### config.mk
export PLATFORM = sky130hd
export DESIGN_NAME = frame_crc32_stream_core
export DESIGN_NICKNAME = d
export VERILOG_FILES = /design/src/rtl/core/fcrc_pkg.sv /design/src/rtl/core/fcrc_update.sv /design/src/rtl/core/fcrc_out_reg.sv /design/src/rtl/core/frame_crc32_stream_core.sv
export SDC_FILE = /design/constraint.sdc
export NUM_CORES = 1
export LEC_CHECK = 0
export BUFFER_PORTS_ARGS = -buffer_cell sky130_fd_sc_hd__buf_4
export CAP_MARGIN = 15
export CORE_MARGIN = 2
export CORE_UTILIZATION = 54
export DETAILED_ROUTE_END_ITERATION = 10
export PLACE_DENSITY = 0.81
export SYNTH_ARGS = -nofsm -noshare
export SYNTH_HDL_FRONTEND = slang
export SYNTH_SLANG_ARGS = --single-unit
### constraint.sdc
create_clock -name clk_i -period 2.4 [get_ports clk_i]
set_input_delay 0.6 -clock clk_i [delete_from_list [all_inputs] [get_ports clk_i]]
set_output_delay 0.6 -clock clk_i [all_outputs]
set_load 0.02 [all_outputs]
### src/rtl/core/fcrc_pkg.sv
// ----------------------------------------------------------------------------
// fcrc_pkg
// Shared types, constants and the byte table function of the frame CRC core.
// ----------------------------------------------------------------------------
package fcrc_pkg;

  // crc-32 generator, msb-first form
  localparam logic [31:0] CrcPoly   = 32'h04C1_1DB7;
  localparam logic [31:0] CrcTopBit = 32'h8000_0000;

  // byte count saturates once the register is primed
  localparam int unsigned CountWidth = 3;
  localparam logic [CountWidth-1:0] CountFull = 3'd4;

  typedef logic [CountWidth-1:0] count_t;

  // state of one frame in progress
  typedef struct packed {
    logic [31:0] crc;
    count_t      count;
  } crc_state_t;

  // update result handed from the datapath to the top level
  typedef struct packed {
    crc_state_t  next_state;
    logic [31:0] result;
  } crc_update_t;

  // augmented table entry for the old top byte
  function automatic logic [31:0] crc_table_entry(input logic [7:0] index);
    logic [31:0] v;
    v = {index, 24'h00_0000};
    for (int k = 0; k < 8; k++) begin
      if ((v & CrcTopBit) != 32'h0) begin
        v = {v[30:0], 1'b0} ^ CrcPoly;
      end else begin
        v = {v[30:0], 1'b0};
      end
    end
    return v;
  endfunction

endpackage

### src/rtl/core/fcrc_update.sv
// ----------------------------------------------------------------------------
// fcrc_update
// Single-byte CRC step: shifts a byte into the register and forms the
// frame result for the case where the byte closes the frame.
// ----------------------------------------------------------------------------
module fcrc_update (
  input  fcrc_pkg::crc_state_t  state_i,
  input  logic [7:0]            data_byte_i,
  output fcrc_pkg::crc_update_t update_o
);

  logic [31:0]      shifted;
  logic [31:0]      crc_next;
  logic [31:0]      result_word;
  fcrc_pkg::count_t count_next;

  // shift the new byte in at the bottom
  assign shifted = {state_i.crc[23:0], data_byte_i};

  // priming phase inverts after the fourth byte, then table updates
  always_comb begin
    if (state_i.count < fcrc_pkg::CountFull) begin
      count_next = state_i.count + fcrc_pkg::count_t'(1);
      if (count_next == fcrc_pkg::CountFull) begin
        crc_next = ~shifted;
      end else begin
        crc_next = shifted;
      end
    end else begin
      count_next = state_i.count;
      crc_next   = shifted ^ fcrc_pkg::crc_table_entry(state_i.crc[31:24]);
    end
  end

  // short frames come back packed little-endian, full frames inverted
  always_comb begin
    case (count_next)
      3'd1:    result_word = {24'h00_0000, crc_next[7:0]};
      3'd2:    result_word = {16'h0000, crc_next[7:0], crc_next[15:8]};
      3'd3:    result_word = {8'h00, crc_next[7:0], crc_next[15:8], crc_next[23:16]};
      default: result_word = ~crc_next;
    endcase
  end

  assign update_o.result           = result_word;
  assign update_o.next_state.crc   = crc_next;
  assign update_o.next_state.count = count_next;

endmodule

### src/rtl/core/fcrc_out_reg.sv
// ----------------------------------------------------------------------------
// fcrc_out_reg
// Result register: holds one finished frame result word until it is taken.
// ----------------------------------------------------------------------------
module fcrc_out_reg (
  input  logic        clk_i,
  input  logic        rst_ni,
  input  logic        load_i,
  input  logic [31:0] value_i,
  output logic        slot_free_o,
  output logic        out_valid_o,
  input  logic        out_stall_i,
  output logic [31:0] crc_value_o
);

  logic        valid_q, valid_d;
  logic [31:0] value_q;

  // slot can take a new word when empty or when being drained now
  assign slot_free_o = !valid_q || !out_stall_i;

  always_comb begin
    valid_d = valid_q;
    if (load_i) begin
      valid_d = 1'b1;
    end else if (!out_stall_i) begin
      valid_d = 1'b0;
    end
  end

  // valid flag
  always_ff @(posedge clk_i or negedge rst_ni) begin
    if (!rst_ni) begin
      valid_q <= 1'b0;
    end else begin
      valid_q <= valid_d;
    end
  end

  // payload, loaded only into a free slot
  always_ff @(posedge clk_i) begin
    if (load_i) begin
      value_q <= value_i;
    end
  end

  assign out_valid_o = valid_q;
  assign crc_value_o = value_q;

endmodule

### src/rtl/core/frame_crc32_stream_core.sv
// ----------------------------------------------------------------------------
// frame_crc32_stream_core
// Byte-serial CRC-32 (0x04C11DB7, msb-first) over frames with a last flag.
// ----------------------------------------------------------------------------
// One byte word is taken every clock cycle while no result is backed up. A
// byte is captured in the input register, the CRC step (shift plus one table
// entry) runs combinationally on the held byte, and on the last byte of a
// frame the result word passes from the input register into the result
// register, which presents it at the output once that register is free.
// Frames of one to three bytes return their bytes packed little-endian with
// zero fill instead of a CRC. Input stalls only while a last byte waits for
// a full result register to drain.
module frame_crc32_stream_core (
  input  logic        clk_i,
  input  logic        rst_ni,
  input  logic        in_valid_i,
  output logic        in_stall_o,
  input  logic [7:0]  data_byte_i,
  input  logic        last_byte_i,
  output logic        out_valid_o,
  input  logic        out_stall_i,
  output logic [31:0] crc_value_o
);

  logic                  in_valid_q, in_valid_d;
  logic [7:0]            byte_q;
  logic                  last_q;
  logic                  in_accept;
  logic                  advance;
  logic                  slot_free;
  fcrc_pkg::crc_state_t  state_q, state_d;
  fcrc_pkg::crc_update_t update;

  // held byte moves on unless it closes a frame and the result slot is busy
  assign advance    = in_valid_q && (!last_q || slot_free);
  assign in_stall_o = in_valid_q && !advance;
  assign in_accept  = in_valid_i && !in_stall_o;
  assign in_valid_d = in_stall_o ? in_valid_q : in_valid_i;

  // input register valid
  always_ff @(posedge clk_i or negedge rst_ni) begin
    if (!rst_ni) begin
      in_valid_q <= 1'b0;
    end else begin
      in_valid_q <= in_valid_d;
    end
  end

  // input register payload
  always_ff @(posedge clk_i) begin
    if (in_accept) begin
      byte_q <= data_byte_i;
      last_q <= last_byte_i;
    end
  end

  fcrc_update u_update (
    .state_i     (state_q),
    .data_byte_i (byte_q),
    .update_o    (update)
  );

  // frame state, cleared after the last byte
  always_comb begin
    state_d = state_q;
    if (advance) begin
      if (last_q) begin
        state_d = '0;
      end else begin
        state_d = update.next_state;
      end
    end
  end

  always_ff @(posedge clk_i or negedge rst_ni) begin
    if (!rst_ni) begin
      state_q <= '0;
    end else begin
      state_q <= state_d;
    end
  end

  fcrc_out_reg u_out_reg (
    .clk_i       (clk_i),
    .rst_ni      (rst_ni),
    .load_i      (advance && last_q),
    .value_i     (update.result),
    .slot_free_o (slot_free),
    .out_valid_o (out_valid_o),
    .out_stall_i (out_stall_i),
    .crc_value_o (crc_value_o)
  );

`ifndef NO_ASSERTIONS
  // byte count never passes saturation
  assert property (@(posedge clk_i) disable iff (!rst_ni)
    state_q.count <= fcrc_pkg::CountFull)
    else $error("byte count beyond saturation");

  // a closing byte always produces a result word
  assert property (@(posedge clk_i) disable iff (!rst_ni)
    advance && last_q |=> out_valid_o)
    else $error("last byte without result");

  // state is cleared for the next frame
  assert property (@(posedge clk_i) disable iff (!rst_ni)
    advance && last_q |=> state_q.count == '0 && state_q.crc == 32'h0)
    else $error("frame state not cleared");

  // input stalls only behind a backed-up result
  assert property (@(posedge clk_i) disable iff (!rst_ni)
    in_stall_o |-> last_q && out_valid_o && out_stall_i)
    else $error("input stalled without cause");
`endif

endmodule
After elaboration in Yosys (flattened, before gate mapping)
Cells that the tools add are included.
{"block": "word_totals", "output_inout_bits": 34, "reg_bits": 78, "input_bits": 13}
{"block": "op_classes", "n_reduce_logical": 11, "n_eq_ne": 5, "addsub": 1, "n_bitwise": 11, "mux": 23, "order_cmp": 1}
{"cell": "$mux W32", "n": 10}
{"cell": "$mux W27", "n": 8}
{"cell": "$not A14 Y14", "n": 8}
{"cell": "$pmux W32 S3", "n": 1}
{"cell": "$not A32 Y32", "n": 2}
{"cell": "$mux W35", "n": 1}
{"cell": "$xor A32 B32 Y32", "n": 1}
{"cell": "$eq A3 B2 Y1 const B", "n": 2}
{"cell": "$logic_not A1 Y1", "n": 5}
{"cell": "$logic_and A1 B1 Y1", "n": 4}
{"cell": "$add A3 B1 Y3 const B", "n": 1}
{"cell": "$eq A3 B1 Y1 const B", "n": 1}
{"cell": "$eq A3 B3 Y1 const B", "n": 1}
{"cell": "$lt A3 B3 Y1 const B", "n": 1}
{"cell": "$mux W3", "n": 1}
{"cell": "$logic_or A1 B1 Y1", "n": 2}
{"cell": "$mux W1", "n": 2}
{"cell": "$ne A2 B1 Y1 const B", "n": 1}

Longest topological paths before layout
Gate-level depths: netlist of run 1.
{"block": "logic_depth", "word_depth": 28, "depth_mapped": 11}

Hierarchy
From an unflattened synthesis of run 1, not the netlist that was laid out.
{"block": "hier_totals", "cells_unflattened": 379, "hier_area_um2": 4531.8}
{"module": "fcrc_update", "cells_each": 248, "area_each_um2": 1934.4, "instances": 1}
{"module": "frame_crc32_stream_core", "cells_each": 96, "area_each_um2": 1600.3, "instances": 1}
{"module": "fcrc_out_reg", "cells_each": 35, "area_each_um2": 997.2, "instances": 1}

Worst setup path after synthesis of run 1
Ideal clock, no wire load.
{"block": "synth_timing", "kind": "input -> register", "startpoint": "in out_stall_i", "endpoint": "reg u_out_reg.value_q[0], in the netlist u_out_reg.crc_value_o[0], enable pin", "arrival_time_ns": 2.258, "n_path_buf": 0, "setup_time_ns": 0.423, "stages": 3, "setup_slack_ns": -0.281, "path_cell_list": "nand3_1 -> nand2_1 -> nor2_1"}
{"block": "synth_between", "elab_chain_len": 5}
{"item": "start, declared", "line": "frame_crc32_stream_core.sv:21", "source": "input logic out_stall_i,"}
{"item": "$logic_not A1 Y1", "line": "fcrc_out_reg.sv:20", "source": "assign slot_free_o = !valid_q || !out_stall_i;"}
{"item": "$logic_or A1 B1 Y1", "line": "fcrc_out_reg.sv:20"}
{"item": "$logic_or A1 B1 Y1", "line": "frame_crc32_stream_core.sv:35", "source": "assign advance = in_valid_q && (!last_q || slot_free);"}
{"item": "$logic_and A1 B1 Y1", "line": "frame_crc32_stream_core.sv:35"}
{"item": "$logic_and A1 B1 Y1", "line": "frame_crc32_stream_core.sv:86", "source": ".load_i (advance && last_q),"}
{"item": "named net u_out_reg.load_i", "line": "fcrc_out_reg.sv:8", "source": "input logic load_i,"}
{"item": "end signal, assigned", "line": "fcrc_out_reg.sv:43", "source": "value_q <= value_i;"}
{"item": "end, declared", "line": "fcrc_out_reg.sv:17", "source": "logic [31:0] value_q;"}
The timed path passes the listed nets, and every way through them passes these cells.
A chain may end at the register's enable or synchronous reset.

Worst setup path in the final report of run 1
{"block": "layout_timing", "startpoint": "reg state_q[0] in the netlist's numbering", "endpoint": "reg u_out_reg.value_q[1], in the netlist u_out_reg.crc_value_o[1] (data pin)"}
{"block": "layout_between", "elab_chain_len": 6}
{"item": "start, declared", "line": "frame_crc32_stream_core.sv:31", "source": "fcrc_pkg::crc_state_t state_q, state_d;"}
{"item": "start signal, assigned", "line": "frame_crc32_stream_core.sv:79", "source": "state_q <= state_d;"}
{"item": "$add A3 B1 Y3", "line": "fcrc_update.sv:23", "source": "count_next = state_i.count + fcrc_pkg::count_t'(1);"}
{"item": "$eq A3 B3 Y1", "line": "fcrc_update.sv:24", "source": "if (count_next == fcrc_pkg::CountFull) begin"}
{"item": "$mux W32", "line": "fcrc_update.sv:24"}
{"item": "$mux W32", "line": "fcrc_update.sv:22", "source": "if (state_i.count < fcrc_pkg::CountFull) begin"}
{"item": "$not A32 Y32", "line": "fcrc_update.sv:41", "source": "default: result_word = ~crc_next;"}
{"item": "$pmux W32 S3 (*)", "line": "fcrc_update.sv:37", "source": "case (count_next)"}
{"item": "named net u_out_reg.value_i[1]", "line": "fcrc_out_reg.sv:9", "source": "input logic [31:0] value_i,"}
Mark *: on every way through the listed nets, which the timed path passes. The rest lies on a longest branch.

==> results of run 1 <==
==> cells in the mapped netlist (2+ instances only) <==
| cell type | n | area share [%] |
|---|---|---|
| a311oi_1 | 3 | 0.58 |
| buf_2 | 7 | 0.78 |
| and3b_1 | 2 | 0.39 |
| ha_1 | 3 | 0.83 |
| edfxtp_1 | 41 | 27 |
| o21ai_1 | 3 | 0.33 |
| buf_1 | 2 | 0.17 |
| dfrtp_1 | 37 | 21 |
| buf_4 | 7 | 1.2 |
| nor4b_1 | 2 | 0.39 |
| nand3_1 | 4 | 0.44 |
| o211ai_1 | 2 | 0.33 |
| mux2i_1 | 6 | 1.3 |
| xnor3_1 | 2 | 1.0 |
| nand2b_1 | 4 | 0.55 |
| inv_1 | 7 | 0.58 |
| o22a_1 | 2 | 0.39 |
| a21oi_2 | 3 | 0.58 |
| o21ai_0 | 19 | 2.1 |
| a221oi_1 | 2 | 0.39 |
| nand4_1 | 3 | 0.42 |
| nor2b_1 | 2 | 0.28 |
| buf_6 | 2 | 0.50 |
| o22ai_1 | 8 | 1.1 |
| a21oi_1 | 30 | 3.3 |
| o21a_1 | 2 | 0.33 |
| nand4b_1 | 2 | 0.39 |
| and2_1 | 3 | 0.42 |
| a22o_1 | 20 | 3.9 |
| nor3_1 | 3 | 0.33 |
| nand2_1 | 23 | 1.9 |
| xnor2_2 | 6 | 2.2 |
| a21o_1 | 2 | 0.33 |
| a221o_1 | 2 | 0.44 |
| clkbuf_1 | 16 | 1.3 |
| xor2_1 | 14 | 2.7 |
| nor2_1 | 23 | 1.9 |
| a22o_2 | 2 | 0.44 |
| o311ai_0 | 2 | 0.39 |
| xnor2_1 | 51 | 9.9 |
| xor3_2 | 2 | 1.1 |
| o221ai_1 | 5 | 0.97 |
==> worst paths after layout <==
kind / end / start / slack, ns / depth (start not counted)
setup reg to reg: u_out_reg.crc_value_o[1] / state_q[0] / 0.11 / 8
hold / removal: state_q[28] / rst_ni / 0.20 / 1
hold reg to reg: state_q[18] / state_q[18] / 0.52 / 2
max in group asynchronous: state_q[34] / rst_ni / 1.81 / 1
min in group clk_i: byte_q[3] / data_byte_i[3] / 0.41 / 1
setup / recovery: u_out_reg.crc_value_o[1] / state_q[0] / 0.11 / 8
==> sequential cells by signal, summed over array words and instances, names as in the netlist <==
signal / count
in_valid_q: 1
u_out_reg.out_valid_o: 1
u_out_reg.crc_value_o: 32
byte_q: 8
last_q: 1
state_q: 35
==> layer usage <==
layer	share of wire (%)	up-vias	GRT usage, %
met5	0	-	0
li1	-	1615	-
met3	6.4	19	4.66
met2	51	164	48.6
met4	1.9	0	8.69
met1	41	1773	38.4
==> cell type report <==
| type | instances | area (um^2) |
|---|---|---|
| Clock buffer | 11 | 141 |
| Timing Repair Buffer | 96 | 758 |
| Inverter | 7 | 26.3 |
| Fill cell | 659 | 2670 |
| Multi-Input combinational cell | 284 | 2210 |
| Tap cell | 105 | 131 |
| Sequential cell | 78 | 2160 |
| Clock inverter | 5 | 82.6 |
==> layout by cell type (no fill, tap or decap), drive strengths merged, types with 4 or more instances in the layout <==
cell     n
mux2i    6
a22o    22
edfxtp  41
xnor2   58
dfrtp   37
nand3    4
inv      8
nor2    23
o221ai   5
clkbuf  11
nand2   23
xor2    15
nand2b   4
o22ai    8
buf     96
a21oi   33
o21ai   22
==> power by group through the flow <==
stage | clock network, mW | registers, mW | logic [mW]
finish | 1.13 | 2.07 | 3.62
CTS | 1.14 | 2.05 | 3.50
global route | 1.19 | 2.09 | 3.87
detailed placement | 0 | 2.08 | 3.47
floorplan | 0 | 2.13 | 2.24
global placement | 0 | 2.06 | 3.41
==> stage by stage <==
stage          instance area [um^2]  hold WS [ns]  cells  power (mW)
6_report                       5510         0.205    586        6.81
5_1_grt                        5510         0.242    586        7.15
4_1_cts                        5430         0.227    584        6.70
3_5_place_dp                   5210         0.497    568        5.54
3_3_place_gp                   5210         0.485    568        5.48
2_1_floorplan                  4520         0.304    403        4.38
==> cell families (layout without fill, tap and decap cells) <==
logic type / after synthesis / in the layout / share of synthesized area, %
flops: 78 / 78 / 47.8
simple gates: 76 / 76 / 8.23
mux: 6 / 6 / 1.33
buf+inv: 41 / 119 / 4.52
fa+ha+maj: 3 / 3 / 0.832
xor+xnor: 79 / 79 / 18.9
compound gates: 120 / 120 / 18.4
==> repair_timing <==
item,CTS,global route
setup buffers,0,2
gates resized for setup,1,10
pin swaps,1,2
endpoints found under the setup margin,5,15
hold buffers,0,0
==> flow_metrics.env, run 1 <==
export IMPL_leakagePower_nw=2.29
export IMPL_drtPass1Iterations=5
export IMPL_globalplace_congestion=0.991
export IMPL_grt_pass1_vias=3512
export IMPL_intPower_mw=4.11
export IMPL_rsz0062_at_grt="false"
export IMPL_powerDensity_nw_per_um2=1240
export IMPL_critical_path_required_ns=2.50
export IMPL_syn_area_um2=4510
export IMPL_grt_max_degree=52
export IMPL_seq_area_frac_synth_pct=47.8
export IMPL_drt_iter0_drc=300
export IMPL_synthFlopType="edfxtp_1"
export IMPL_drt_total_wl_um=12300
export IMPL_finish_utilization_pct=67.4
export IMPL_period_minus_slack_ns=2.29
export IMPL_nNetsFinal=492
export IMPL_pwr_share_comb_pct=53.1
export IMPL_path_cells="ha_1, ha_2, nor2_2, buf_4, a21oi_1, xnor2_1, o2bb2ai_1, o22a_1"
export IMPL_viasPerCell=6.09
export IMPL_finClkSkew_ns=0.0107
export IMPL_critPathMaxStageDelay_ns=0.39
export IMPL_setup_ws_ns=0.105
export IMPL_yosysUniqueCellTypes=64
export IMPL_min_path_type="input port to async pin"
export IMPL_irDropWorstVdd_mv=0.581
export IMPL_crit_buf_inv=1
export IMPL_avgSynthCellArea_um2=11.2
export IMPL_cp_end_kind="flip-flop"
export IMPL_grt_antenna_before_repair=0
export IMPL_yosys_register_bits=78
export IMPL_cts_num_sinks=78
export IMPL_swShare_pct=39.6
export IMPL_syn_inst=403
export IMPL_crit_fanout=7
export IMPL_gr_total_overflow=0
export IMPL_dpl_worst_slack_ns=-0.0227
export IMPL_core_area_um2=8180
export IMPL_wl_per_cell_um=20.9
export IMPL_crit_family="adder cells"
export IMPL_yosys_warnings=0
export IMPL_cts_root_buf="clkbuf_8"
export IMPL_final_setup_tns_ns=0
export IMPL_maxSlewViolCount=0
export IMPL_initial_core_util_pct=55.2
export IMPL_dieArea_um2=9110
export IMPL_status="finished, final reports clean"
export IMPL_diodes=0
export IMPL_die_x_um=95.4
export IMPL_path_class="flip-flop to flip-flop"
export IMPL_htreeDepth=3
export IMPL_synth_edf_count=41
export IMPL_grt_first_pass_wirelength_um=19200
export IMPL_cp_start_kind="flip-flop"
export IMPL_clock_power_share_pct=16.5
export IMPL_rows=33
export IMPL_max_cap_violations=0
export IMPL_remaining_drc_errors=0
export IMPL_grt_total_usage_pct=28.8
export IMPL_worst_pin_slew_ns=0.585
export IMPL_numPortBuffers=46
export IMPL_pwr_share_seq_pct=30.4
export IMPL_slew_headroom_pct=60.5
export IMPL_fmax_mhz=436
export IMPL_finalSetupViolations=0
export IMPL_clkTransAtPathRegs_ns=0.08
export IMPL_synth_nets=419
export IMPL_antenna_left=0
export IMPL_arrival_ns=2.40
export IMPL_area_delta_synth_final_pct=22.0
export IMPL_via_count=3571
export IMPL_place_detailed_hpwl_um=8760
export IMPL_cts_tree="built"
export IMPL_clk_latency_ns=0.35
export IMPL_io_pins=47
export IMPL_p_switching_mw=2.70
export IMPL_finalCritPeriodShare_pct=95.6
export IMPL_cpMaxStageDelayCell="dfrtp_1"
export IMPL_clockBufferDepth=2
export IMPL_die_h_um=95.4
export IMPL_finalHoldViolCount=0
export IMPL_cts_made_buffers=9
export IMPL_async_reset_ff_share_pct=47.4
export IMPL_drive_gt1_share_pct=29.1
No activity file was read; power rests on OpenSTA's default activity.
==> inputs of run 2 (changes only) <==
--- a/config.mk
+++ b/config.mk
@@ -11,6 +11,7 @@
 export CORE_UTILIZATION = 54
 export DETAILED_ROUTE_END_ITERATION = 10
 export PLACE_DENSITY = 0.81
+export RECOVER_POWER = 50
 export SYNTH_ARGS = -nofsm -noshare
 export SYNTH_HDL_FRONTEND = slang
 export SYNTH_SLANG_ARGS = --single-unit
==> run 2 against run 1 <==
- clock-buffer cell count did not move
- global-route usage is the same
- routed wire length increased by 0.76%
- clock skew increased by 0.0019 ns
- final area is 1.8% lower
- clock power about the same
- sequential share of layout area grew 0.73 points
- first-iteration DRC count rose by 12%
- non-clock buffer count did not move
- cell count did not move
- fmax rose by 0.31%
- combinational power is 2% lower
- largest cell class unchanged
- largest power group unchanged
==> flow_metrics.env, run 2 (same netlist as run 1, synthesis figures left out) <==
export IMPL_die_h_um=95.4
export IMPL_core_area_um2=8180
export IMPL_via_count=3548
export IMPL_drtPass1Iterations=5
export IMPL_wl_per_cell_um=21.1
export IMPL_remaining_drc_errors=0
export IMPL_clockBufferDepth=2
export IMPL_leakagePower_nw=2.20
export IMPL_antenna_left=0
export IMPL_crit_family="adder cells"
export IMPL_clock_power_share_pct=16.7
export IMPL_dieArea_um2=9110
export IMPL_area_delta_synth_final_pct=19.8
export IMPL_crit_buf_inv=1
export IMPL_diodes=0
export IMPL_grt_antenna_before_repair=0
export IMPL_multi_input_area_um2=2210
export IMPL_layout_common_cells="buf_4 (61), xnor2_1 (49), edfxtp_1 (41), dfrtp_1 (33), a21oi_1 (29)"
export IMPL_grt_total_usage_pct=28.8
export IMPL_nNetsFinal=492
export IMPL_arrival_ns=2.39
export IMPL_critical_path_required_ns=2.50
export IMPL_finClkSkew_ns=0.0126
export IMPL_pwr_share_seq_pct=30.6
export IMPL_critPathMaxStageDelay_ns=0.40
export IMPL_clkTransAtPathRegs_ns=0.08
export IMPL_stdcell_count=586
export IMPL_finalCritPeriodShare_pct=95.3
export IMPL_min_path_type="input port to async pin"
export IMPL_gr_total_overflow=0
export IMPL_path_cells="ha_1, ha_2, nor2_2, buf_4, a21oi_1, xnor2_1, o2bb2ai_1, o22a_1"
export IMPL_cpMaxStageDelayCell="dfrtp_1"
export IMPL_path_class="flip-flop to flip-flop"
export IMPL_crit_cells=8
export IMPL_cts_made_buffers=9
export IMPL_period_minus_slack_ns=2.29
export IMPL_crit_fanout=7
export IMPL_cts_tree="built"
export IMPL_cts_root_buf="clkbuf_8"
export IMPL_drt_total_wl_um=12400
export IMPL_intPower_mw=4.04
export IMPL_fillCellCount=688
export IMPL_place_detailed_hpwl_um=8760
export IMPL_viasPerCell=6.05
export IMPL_rsz0062_at_grt="false"
export IMPL_grt_max_degree=52
export IMPL_irDropWorstVdd_mv=0.572
export IMPL_numPortBuffers=46
export IMPL_finalHoldViolCount=0
export IMPL_fmax_mhz=437
export IMPL_initial_core_util_pct=55.2
export IMPL_cp_start_kind="flip-flop"
export IMPL_powerDensity_nw_per_um2=1250
export IMPL_cp_end_kind="flip-flop"
export IMPL_largest_reg_flops=35
export IMPL_ff_latch_area_um2=2160
export IMPL_rows=33
export IMPL_power_mw=6.75
export IMPL_die_x_um=95.4
export IMPL_io_pins=47
export IMPL_max_cap_violations=0
export IMPL_ctsHoldBuffers=0
export IMPL_htreeDepth=3
export IMPL_mostFrequentLayoutCell="buf_4"
export IMPL_status="finished, final reports clean"
export IMPL_globalplace_congestion=0.991
export IMPL_maxSlewViolCount=0
export IMPL_cts_num_sinks=78
export IMPL_clk_latency_ns=0.36
export IMPL_worst_r2r_path_depth=8
export IMPL_grt_pass1_vias=3512
export IMPL_pwr_share_comb_pct=52.7
export IMPL_p_switching_mw=2.71
export IMPL_dpl_cell_count=568
export IMPL_slew_headroom_pct=21.2
export IMPL_drive_gt1_share_pct=24.5
export IMPL_finalSetupViolations=0
export IMPL_grt_first_pass_wirelength_um=19200
export IMPL_regMostFlops="state_q"
export IMPL_worst_pin_slew_ns=1.18
export IMPL_swShare_pct=40.1
export IMPL_drt_iter0_drc=335
==> run 2: cell count changes in the layout (fill, tap and decap cells not counted) <==
cell | previous run | this run
clkbuf_2 | 0 | 2
buf_12 | 3 | 2
buf_4 | 93 | 61
and2_0 | 0 | 1
and2_1 | 3 | 2
clkbuf_1 | 1 | 23
clkbuf_4 | 0 | 9
==> run 2: layout make-up <==
cell class,count,share of cell area [%]
clock buffers,11,2.61
clock inverters,5,1.53
flip-flops and latches,78,40.0
inverters,7,0.486
repair buffers,96,12.2
multi-input cells,284,40.8
well taps,105,2.43
==> run 2: power by group through the flow <==
stage | sequential [mW] | combinational (mW) | clock [mW]
global route | 2.09 | 3.79 | 1.19
finish | 2.06 | 3.56 | 1.13
global placement | 2.06 | 3.41 | 0
floorplan | 2.13 | 2.24 | 0
detailed placement | 2.08 | 3.47 | 0
CTS | 2.05 | 3.50 | 1.14
==> run 2: worst paths after layout <==
check | slack, ns | start | endpoint
setup reg to reg | 0.11 | state_q[0] | u_out_reg.crc_value_o[1]
hold reg to reg | 0.52 | state_q[18] | state_q[18]
setup / recovery | 0.11 | state_q[0] | u_out_reg.crc_value_o[1]
max in group asynchronous | 1.32 | rst_ni | state_q[34]
min in group clk_i | 0.43 | data_byte_i[3] | byte_q[3]
hold / removal | 0.40 | rst_ni | state_q[28]
==> run 2: timing repair <==
item,CTS,global route
pin swaps,1,2
gates cloned,0,0
buffers inserted,0,2
gates resized for setup,1,10
endpoints found under the setup margin,5,15
==> run 2: metal layers <==
metal | part of all wire, % | routed length, um | global-route usage [%] | vias up
met1 | 42 | 5200 | 38.4 | 1775
met5 | 0 | 0 | 0 | -
met2 | 50 | 6210 | 48.6 | 145
met4 | 1.8 | 226 | 8.69 | 0
met3 | 6.0 | 741 | 4.66 | 17
li1 | - | - | - | 1611
==> run 2: through the flow <==
step	hold WS [ns]	setup TNS [ns]	util [%]	worst slack (ns)	area, um^2
global placement	0.485	0	63.7	0.0493	5210
CTS	0.227	0	66.5	0.000183	5430
floorplan	0.304	-0.0133	-	-0.0133	4520
global route	0.427	0	66.1	0.00756	5410
finish	0.399	0	66.1	0.112	5410
detailed placement	0.497	-0.0423	63.7	-0.0227	5210
==> inputs of run 3 (changes only) <==
--- a/config.mk
+++ b/config.mk
@@ -5,7 +5,7 @@
 export SDC_FILE = /design/constraint.sdc
 export NUM_CORES = 1
 export LEC_CHECK = 0
-export BUFFER_PORTS_ARGS = -buffer_cell sky130_fd_sc_hd__buf_4
+export BUFFER_PORTS_ARGS = -buffer_cell sky130_fd_sc_hd__buf_2
 export CAP_MARGIN = 15
 export CORE_MARGIN = 2
 export CORE_UTILIZATION = 54
==> run 3 against run 2 <==
- combinational power about the same
- final area down 2.8%
- flip-flop and latch count unchanged
- critical endpoint is now u_out_reg.crc_value_o[13]
- worst setup slack worse by 0.064 ns
==> flow_metrics.env, run 3 (same netlist as run 1, synthesis figures left out) <==
export IMPL_crit_fanout=7
export IMPL_path_class="flip-flop to flip-flop"
export IMPL_regMostFlops="state_q"
export IMPL_drtPass1Iterations=5
export IMPL_ctsHoldBuffers=0
export IMPL_cpMaxStageDelayCell="dfrtp_1"
export IMPL_cts_made_buffers=9
export IMPL_cp_end_kind="flip-flop"
export IMPL_intPower_mw=3.76
export IMPL_clock_power_share_pct=14.7
export IMPL_finalHoldViolCount=0
export IMPL_clkTransAtPathRegs_ns=0.10
export IMPL_critical_path_required_ns=2.52
export IMPL_p_switching_mw=2.80
export IMPL_pwr_share_seq_pct=31.2
export IMPL_path_cells="xnor2_4, xnor3_2, a21oi_2, xnor2_1, mux2i_1, o21ai_1"
export IMPL_remaining_drc_errors=0
export IMPL_worst_r2r_path_depth=6
export IMPL_finClkSkew_ns=0.0150
export IMPL_initial_core_util_pct=55.2
export IMPL_numPortBuffers=46
export IMPL_grt_antenna_before_repair=0
export IMPL_stdcell_count=584
export IMPL_critPathMaxStageDelay_ns=0.50
export IMPL_via_count=3553
export IMPL_cts_tree="built"
export IMPL_finalSetupViolations=0
export IMPL_period_minus_slack_ns=2.35
export IMPL_dieArea_um2=9110
export IMPL_die_h_um=95.4
export IMPL_final_area_um2=5260
export IMPL_grt_total_usage_pct=29.0
export IMPL_final_setup_tns_ns=0
export IMPL_status="finished, final reports clean"
export IMPL_irDropWorstVdd_mv=0.517
export IMPL_grt_first_pass_wirelength_um=18900
export IMPL_htreeDepth=3
export IMPL_worst_pin_slew_ns=1.19
export IMPL_gr_total_overflow=0
export IMPL_maxSlewViolCount=0
export IMPL_viasPerCell=6.08
export IMPL_slew_headroom_pct=20.3
export IMPL_min_path_type="input port to async pin"
export IMPL_r2r_end="u_out_reg.crc_value_o[13]"
export IMPL_power_mw=6.56
export IMPL_fmax_mhz=425
export IMPL_pwr_share_comb_pct=54.1
export IMPL_arrival_ns=2.47
export IMPL_leakagePower_nw=2.12
export IMPL_globalplace_congestion=0.962
export IMPL_nNetsFinal=490
export IMPL_area_delta_synth_final_pct=16.4
export IMPL_dpl_instance_area_um2=5070
export IMPL_largest_reg_flops=35
export IMPL_mostFrequentLayoutCell="xnor2_1"
export IMPL_cts_num_sinks=78
export IMPL_diodes=0
export IMPL_die_x_um=95.4
export IMPL_cp_start_kind="flip-flop"
export IMPL_core_area_um2=8180
export IMPL_r2r_setup_slack_ns=0.05
export IMPL_cts_root_buf="clkbuf_8"
export IMPL_grt_pass1_vias=3396
export IMPL_layout_common_cells="xnor2_1 (50), buf_4 (43), edfxtp_1 (41), dfrtp_1 (36), clkbuf_1 (35)"
export IMPL_io_pins=47
export IMPL_powerDensity_nw_per_um2=1250
export IMPL_dpl_cell_count=565
export IMPL_swShare_pct=42.6
export IMPL_finalCritPeriodShare_pct=98.0
export IMPL_drive_gt1_share_pct=20.5
export IMPL_place_detailed_hpwl_um=8710
export IMPL_antenna_left=0
export IMPL_max_cap_violations=0
export IMPL_drt_iter0_drc=268
export IMPL_grt_max_degree=52
export IMPL_clk_latency_ns=0.38
export IMPL_rows=33
export IMPL_drt_total_wl_um=12400
export IMPL_timing_rr_start="state_q[30]"
export IMPL_wl_per_cell_um=21.3
export IMPL_clockBufferDepth=2
==> run 3: cell types whose count changed in the layout (fill, tap and decap cells not counted), sizes merged <==
cell	delta
buf	-6
clkbuf	+2
clkinv	-1
inv	+2
bufinv	-2
clkinvlp	+3
==> run 3: metal layers <==
layer / part of all wire [%] / vias up / track usage, %
li1: - / 1615 / -
met1: 41 / 1735 / 38.4
met2: 48 / 172 / 46.7
met3: 6.5 / 31 / 4.19
met4: 3.8 / 0 / 14.4
met5: 0 / - / 0
==> run 3: worst max-delay path: cells and delay by family (launching register included) <==
family / cells / cell delay [ns]
xor+xnor: 3 / 1.08
mux: 1 / 0.24
compound gates: 2 / 0.29
flops: 1 / 0.50
==> run 3: area by class of cell <==
| type | instances | area, um^2 |
|---|---|---|
| fillers | 670 | 2920 |
| multi-input cells | 284 | 2190 |
| flip-flops and latches | 78 | 2160 |
| repair buffers | 94 | 564 |
| well taps | 105 | 131 |
| clock buffers | 9 | 124 |
| clock inverters | 7 | 65.1 |
| inverters | 7 | 26.3 |
==> run 3: what timing repair did <==
item	4_1_cts	5_1_grt
endpoints found under the setup margin	0	19
gates resized for setup	0	6
setup buffers	0	3
==> run 3: worst max path at each step <==
stage | endpoint | cells after the start | slack [ns] | startpoint
floorplan | u_out_reg.crc_value_o[5] | 11 | -0.01 | state_q[2]
global placement | u_out_reg.crc_value_o[21] | 6 | 0.08 | state_q[34]
detailed placement | u_out_reg.crc_value_o[21] | 7 | 0.05 | state_q[1]
CTS | u_out_reg.crc_value_o[21] | 7 | 0.02 | state_q[33]
global route | u_out_reg.crc_value_o[13] | 6 | -0.008 | state_q[30]
finish | u_out_reg.crc_value_o[13] | 6 | 0.05 | state_q[30]
==> run 3: stage by stage <==
stage          utilization (%)  setup slack, ns  hold WS [ns]
2_1_floorplan                -          -0.0133         0.304
3_3_place_gp              62.0           0.0782         0.485
3_5_place_dp              62.0           0.0484         0.495
4_1_cts                   64.3           0.0173         0.360
5_1_grt                   64.3         -0.00821         0.389
6_report                  64.3           0.0481         0.379
==> run 3: power groups by stage <==
stage	sequential, mW	combinational, mW	clock [mW]
4_1_cts	2.04	3.45	0.979
2_1_floorplan	2.13	2.24	0
3_5_place_dp	2.06	3.41	0
3_3_place_gp	2.05	3.37	0
5_1_grt	2.08	3.79	1.03
6_report	2.05	3.55	0.965
